File: config.mk
export PLATFORM = sky130hd
export DESIGN_NAME = mras_contrib
export DESIGN_NICKNAME = d
export VERILOG_FILES = /design/src/rtl/mras_pkg.sv /design/src/rtl/mras_contrib.sv
export SDC_FILE = /design/constraint.sdc
export NUM_CORES = 2
export LEC_CHECK = 0
export BUFFER_PORTS_ARGS = -buffer_cell sky130_fd_sc_hd__buf_2
export CAP_MARGIN = 25
export CELL_PAD_IN_SITES_DETAIL_PLACEMENT = 0
export CELL_PAD_IN_SITES_GLOBAL_PLACEMENT = 2
export CORE_MARGIN = 2
export CORE_UTILIZATION = 26
export DETAILED_ROUTE_END_ITERATION = 10
export HOLD_SLACK_MARGIN = 0.12
export MAX_ROUTING_LAYER = met4
export PLACE_DENSITY_LB_ADDON = 0.1
export SYNTH_ARGS = -nofsm -noshare
export SYNTH_HDL_FRONTEND = slang
export SYNTH_SLANG_ARGS = --single-unit
File: constraint.sdc
create_clock -name clk_i -period 9 [get_ports clk_i]
set_clock_uncertainty 0.05 [all_clocks]
set_input_delay 1.8 -clock clk_i [delete_from_list [all_inputs] [get_ports clk_i]]
set_output_delay 1.8 -clock clk_i [all_outputs]
set_load 0.05 [all_outputs]
File: src/rtl/mras_pkg.sv
package mras_pkg;

  localparam int unsigned MAX_COLUMNS = 1024;
  localparam int unsigned MAX_ROWS    = 1024;

  localparam int unsigned COL_W   = $clog2(MAX_COLUMNS);
  localparam int unsigned CNT_W   = $clog2(MAX_COLUMNS + 1);
  localparam int unsigned ROW_W   = $clog2(MAX_ROWS + 1);
  localparam int unsigned H_W     = ROW_W;
  localparam int unsigned ENTRY_W = H_W + COL_W;
  localparam int unsigned CELL_W  = 1 + H_W;
  localparam int unsigned SUM_W   = 63;
  localparam int unsigned ACC_W   = 64;
  localparam int unsigned MUL_W   = 32;

  localparam logic [2:0] REG_COLORS_COUNTED = 3'd0;

  typedef struct packed {
    logic [H_W-1:0]   h;
    logic [COL_W-1:0] idx;
  } entry_t;

  typedef struct packed {
    logic             color;
    logic [H_W-1:0]   h;
  } cell_t;

  typedef struct packed {
    logic [H_W-1:0]   h;
    logic [CNT_W-1:0] a;
    logic [CNT_W-1:0] b;
  } pop_t;

endpackage

File: src/rtl/mras_contrib.sv
module mras_contrib (
  input  logic                        clk_i,
  input  logic                        rst_ni,
  input  logic                        start_i,
  input  mras_pkg::pop_t              pop_i,
  output logic                        done_o,
  output logic [mras_pkg::ACC_W-1:0]  value_o
);

  localparam logic [2:0] ST_TA = 3'd0;
  localparam logic [2:0] ST_X  = 3'd1;
  localparam logic [2:0] ST_TB = 3'd2;
  localparam logic [2:0] ST_Y  = 3'd3;
  localparam logic [2:0] ST_Z  = 3'd4;
  localparam logic [2:0] ST_TH = 3'd5;
  localparam logic [2:0] ST_R  = 3'd6;

  localparam int unsigned MW = mras_pkg::MUL_W;

  logic                  busy_q;
  logic [2:0]            step_q;
  mras_pkg::pop_t        op_q;
  logic [MW-1:0]         t_q, x_q, y_q, z_q, w_q;
  logic [2*MW-1:0]       value_q;
  logic                  done_q;
  logic [MW-1:0]         mul_a, mul_b, ext_a, ext_b, ext_h;
  logic [2*MW-1:0]       prod;

  assign ext_a = MW'(op_q.a);
  assign ext_b = MW'(op_q.b);
  assign ext_h = MW'(op_q.h);

  always_comb begin
    case (step_q)
      ST_TA:   begin mul_a = ext_a; mul_b = ext_a + MW'(1); end
      ST_X:    begin mul_a = t_q;   mul_b = ext_b;          end
      ST_TB:   begin mul_a = ext_b; mul_b = ext_b + MW'(1); end
      ST_Y:    begin mul_a = t_q;   mul_b = ext_a;          end
      ST_Z:    begin mul_a = ext_a; mul_b = ext_b;          end
      ST_TH:   begin mul_a = ext_h; mul_b = ext_h + MW'(1); end
      ST_R:    begin mul_a = t_q;   mul_b = w_q;            end
      default: begin mul_a = '0;    mul_b = '0;             end
    endcase
  end

  assign prod = mul_a * mul_b;

  always_ff @(posedge clk_i or negedge rst_ni) begin
    if (!rst_ni) begin
      busy_q <= 1'b0;
      step_q <= ST_TA;
      done_q <= 1'b0;
    end else begin
      done_q <= 1'b0;
      if (start_i) begin
        busy_q <= 1'b1;
        step_q <= ST_TA;
      end else if (busy_q) begin
        step_q <= step_q + 3'd1;
        if (step_q == ST_R) begin
          busy_q <= 1'b0;
          done_q <= 1'b1;
        end
      end
    end
  end

  always_ff @(posedge clk_i) begin
    if (start_i) begin
      op_q <= pop_i;
    end else if (busy_q) begin
      case (step_q)
        ST_TA:   t_q <= prod[MW:1];
        ST_X:    x_q <= prod[MW-1:0];
        ST_TB:   t_q <= prod[MW:1];
        ST_Y:    y_q <= prod[MW-1:0];
        ST_Z:    z_q <= prod[MW-1:0];
        ST_TH:   begin
          t_q <= prod[MW:1];
          w_q <= x_q + y_q - z_q;
        end
        ST_R:    value_q <= prod;
        default: ;
      endcase
    end
  end

  assign done_o  = done_q;
  assign value_o = value_q[mras_pkg::ACC_W-1:0];

endmodule

======== Word level (Yosys, flattened, before mapping) ========
Index checks and enable logic that the tools add are counted.
word-level totals
  logic and storage cells ................. 48
  flip-flop bits (word level) ............. 262
  output and inout port bits .............. 65
operators by class
  eq/ne operators ......................... 6
  $add $sub $neg .......................... 6
  bitwise logic cells ..................... 1
  multiply operators ...................... 1
  mux-type cells .......................... 10
  reduce and logical (&&, ||, !) cells .... 12
operator list
  operator                                                                count
  32-bit one-hot mux with 6 select lines                                  1
  32-bit one-hot mux with 4 select lines                                  1
  32-bit by 32-bit multiplier with 64-bit output                          1
  11-bit by 1-bit adder with 12-bit output (second input constant)        3
  32-bit adder                                                            1
  32-bit subtractor                                                       1
  3-bit AND reduction                                                     6
  3-bit equality test (second input constant)                             3
  3-bit by 2-bit equality test with 1-bit output (second input constant)  2
  1-bit 2-to-1 mux                                                        6
  3-bit 2-to-1 mux                                                        2
  3-bit OR reduction                                                      2
  2-bit OR reduction                                                      2
  3-bit by 1-bit adder with 3-bit output (second input constant)          1
  3-bit by 1-bit equality test with 1-bit output (second input constant)  1
  3-bit logical NOT                                                       1
  2-bit nonzero test                                                      1
  1-bit inverter                                                          1

======== Depth between registers and ports, before layout ========
  word-level depth ........................ 4
  gate-level depth with buffers ........... 43

======== Worst setup path after synthesis ========
Ideal clock, no wire load.
  kind .................................... register to register
  start ................................... register step_q[0]
  end ..................................... register value_q[60], in the netlist value_o[60], data pin
  stages on the path, launching flop included .. 43
  path buffers ............................ 5
  data required time ...................... 8.687 ns
  setup slack ............................. -0.442 ns
  arrival time ............................ 9.129 ns
  path through ............................ dfrtp_1 ha_1 and2_4 buf_6 buf_8 a22o_4 a21oi_2 inv_1 ha_1 and4bb_2 nor3b_2 xnor2_1 a221o_1 buf_6 buf_6 nand2_1 fa_1 fa_1 [... 7 more ...] fa_1 inv_1 fa_1 inv_1 fa_1 inv_1 ha_1 clkbuf_1 a21o_1 a21o_1 a21oi_1 nor2_1 a211oi_1 o31ai_2 a21oi_1 a21boi_1 a311oi_1 xnor2_1
on the way
  longest elaborated chain between the ends .. 4
  elaborated cells between the ends (all ways) .. 13
  those cells by class .................... 1 x mul; 6 x eq/ne; 2 x mux; 4 x reduce/logical
ends and longest elaborated chain
  element                                                                                                  line                text
  start, declared                                                                                          mras_contrib.sv:21  logic [2:0] step_q;
  start signal, assigned                                                                                   mras_contrib.sv:59  step_q <= step_q + 3'd1;
  3-bit equality test (tied with other cells)                                                              mras_contrib.sv:34  case (step_q)
  3-bit OR reduction (no line) / 2-bit OR reduction (equally long branches)                                --
  32-bit one-hot mux with 4 select lines / 32-bit one-hot mux with 6 select lines (equally long branches)  mras_contrib.sv:34
  32-bit by 32-bit multiplier with 64-bit output (*)                                                       mras_contrib.sv:46  assign prod = mul_a * mul_b;
  net prod[60]                                                                                             mras_contrib.sv:27  logic [2*MW-1:0] prod;
  end signal, assigned                                                                                     mras_contrib.sv:82  ST_R: value_q <= prod;
  end, declared                                                                                            mras_contrib.sv:24  logic [2*MW-1:0] value_q;
Mark *: on every way through the listed nets, which the timed path passes. The rest lies on a longest branch.
A chain may end at the register's enable or synchronous reset.

======== Worst setup path in the final report ========
  start ................................... register step_q[0]
  end ..................................... register value_q[63], in the netlist value_o[63], data pin
Same word-level chain as after synthesis.

==> results.yml <==
worst_setup_path:
  cpPeakStageDelay_ns: 0.58
  critPathCaptureType: "flip-flop"
  cp_max_fo: 8
  crit_family: "adder cells"
  cp-start-kind: "flip-flop"
  arrival_ns: 9.74
  crit_type: "reg2reg"
  critPathRequiredTime_ns: 9.28
  crit_buf_inv: 11
  worst_path_max_delay_cell: "fa_2"
  rrSetupSlack_ns: -0.46
synthesis:
  syn_area_um2: 44200
  synth.avg_cell_area_um2: 9.78
  synth_enable_flop_cells: 257
  synth_top_cell_area_share_pct: 42.0
  synthTopCellsByArea: "fa_1 (42%), edfxtp_1 (17%), inv_1 (8.7%)"
  ys_ff_latch: 262
  seq_area_frac_synth_pct: 17.7
  ys_warn_count: 0
  async_flop_share_pct: 1.91
  synthFlopType: "edfxtp_1"
  synth_cell_types: 81
  yosys.cell_count.top_type: "inv_1"
  yosysTopAreaCell: "fa_1"
  syn_inst: 4521
  synthTopCellsByCount: "inv_1 (1021), fa_1 (927), nand2_1 (633), nor2_1 (344), ha_1 (301)"
  synth_fp_nets: 5785
global_routing:
  track_usage_pct: 20.4
  grt_overflow_total: 0
  antenna_found_initial: 9
  grt_max_degree: 53
  grt_pass1_wl_um: 250000
  grt_pass1_vias: 35633
routing:
  via_count: 32037
  vias_per_cell: 4.42
  final_antenna_net_count: 0
  drtIter0Drc: 1719
  wl_um: 168000
  wl_per_cell_um: 23.2
  drc: 0
  dr.pass1.iters: 5
run:
  maxCapViolCount: 0
floorplanning:
  num_rows: 151
  ios: 101
  start_util_pct: 26.2
  coreArea_um2: 169000
  dieArea_um2: 173000
  die_h_um: 416
  die_width_um: 416
outcome:
  status: "finished, violations left"
  violations: "negative setup slack"
clock_tree:
  cts_max_path_buffers: 3
  clock_sinks: 262
  cts_tree: "yes"
  cts_buffers: 27
  htree_levels: 1
  clock_latency_ns: 0.59
  clkTransAtPathRegs_ns: 0.07
  root_buffer: "clkbuf_16"
timing:
  rsz0062_at_grt: "yes"
  max_freq_mhz: 106
  slew_viol_final: 0
  hold_violations: 0
  tightest_slew_ns: 1.00
  period_share_pct: 105
  setup_slack_ns: -0.455
  setup_violations: 33
  relSlewSlack_pct: 33.1
  period_minus_slack_ns: 9.46
place:
  pre_cts_ws_ns: -1.04
  port_buffers: 100
  gp_congestion: 0.866
  dp_hpwl_um: 143000
hold_path:
  hold_path_class: "reg2reg"
cells_and_area:
  drive_above_1_share_pct: 20.6
  area.growth.synth_to_final_pct: 22.9
  nets: 6271
[per-layer routing]
layer  track usage (%)  wire (um)
met1              30.7      86700
met2              30.1      72700
met3              2.02       6380
met4              2.82       2300
met5                 -          0
[registers in the layout (all words and copies together), names as in the netlist]
| register | count |
|---|---|
| value_o | 64 |
| t_q | 32 |
| w_q | 32 |
| x_q | 32 |
| y_q | 32 |
| z_q | 32 |
| ext_a | 11 |
| ext_b | 11 |
| ext_h | 11 |
| step_q | 3 |
| busy_q | 1 |
| done_o | 1 |
[through the flow]
step / util [%] / instances / area (um2) / hold slack, ns / TNS (ns)
floorplan: - / 4521 / 44600 / 0.476 / -0.0977
global placement: 30.7 / 7163 / 51900 / 0.515 / -27.98
detailed placement: 30.7 / 7163 / 51900 / 0.525 / -25.34
CTS: 31.7 / 7234 / 53500 / 0.541 / -8.87
global route: 32.1 / 7247 / 54300 / 0.551 / -25.86
finish: 32.1 / 7251 / 54300 / 0.529 / -7.99
[worst paths after layout]
check	start	endpoint	depth (start not counted)
min reg2reg	x_q[0]	w_q[0]	1
max	step_q[0]	value_o[63]	40
max in group asynchronous	rst_ni	step_q[1]	1
min	x_q[0]	w_q[0]	1
min in group asynchronous	rst_ni	done_o	1
max reg2reg	step_q[0]	value_o[63]	40
[cell families (layout without fill, tap and decap cells)]
kind of cell / after synthesis / count (layout) / share of synthesized area [%]
simple gates: 1311 / 1312 / 13.0
buf+inv: 1251 / 1757 / 10.8
fa+ha+maj: 1228 / 1228 / 50.5
compound gates: 364 / 364 / 5.86
flops: 262 / 262 / 17.7
xor+xnor: 104 / 104 / 2.08
mux: 1 / 1 / 0.0226
other cells: 0 / 5 / 0
[cells in the final DEF (no fill, tap or decap), types with 9 or more instances in the layout]
cell type and count:
a22o_1 16, inv_2 27, xnor2_2 10, nand2_1 611
buf_12 63, nor2_1 330, and2_1 110, a221oi_2 14
a21oi_2 24, buf_4 501, xor2_1 25, fa_1 883
a221o_1 17, nand2b_1 18, a21o_1 52, inv_1 994
ha_4 23, nand4_1 22, buf_6 19, a21oi_1 67
xnor2_1 54, o21ai_1 14, clkbuf_16 27, fa_2 44
edfxtp_1 257, o21ai_0 27, buf_2 100, nor3_1 11
and3_1 82, a31oi_1 9, o21bai_1 19, ha_1 275
nand3_1 39, nand2_2 29
[area by class of cell]
type	instances	area (um2)
tap	2218	2780
timing repair buffer	686	5780
clock inverter	22	246
fill	17549	115000
sequential	262	7840
inverter	1021	3830
antenna	5	12.5
multi-input combinational	3009	33200
clock buffer	28	679
[what timing repair did]
action	CTS	global route
cloned	1	0
gates resized for setup	114	158
pin swaps	60	77
hold buffers	0	0
setup endpoints to repair	88	118
setup buffers	24	17
Power is left out: the tool's default activity adds up to more than one toggle a clock period on the data nets, which glitch-free logic cannot reach.
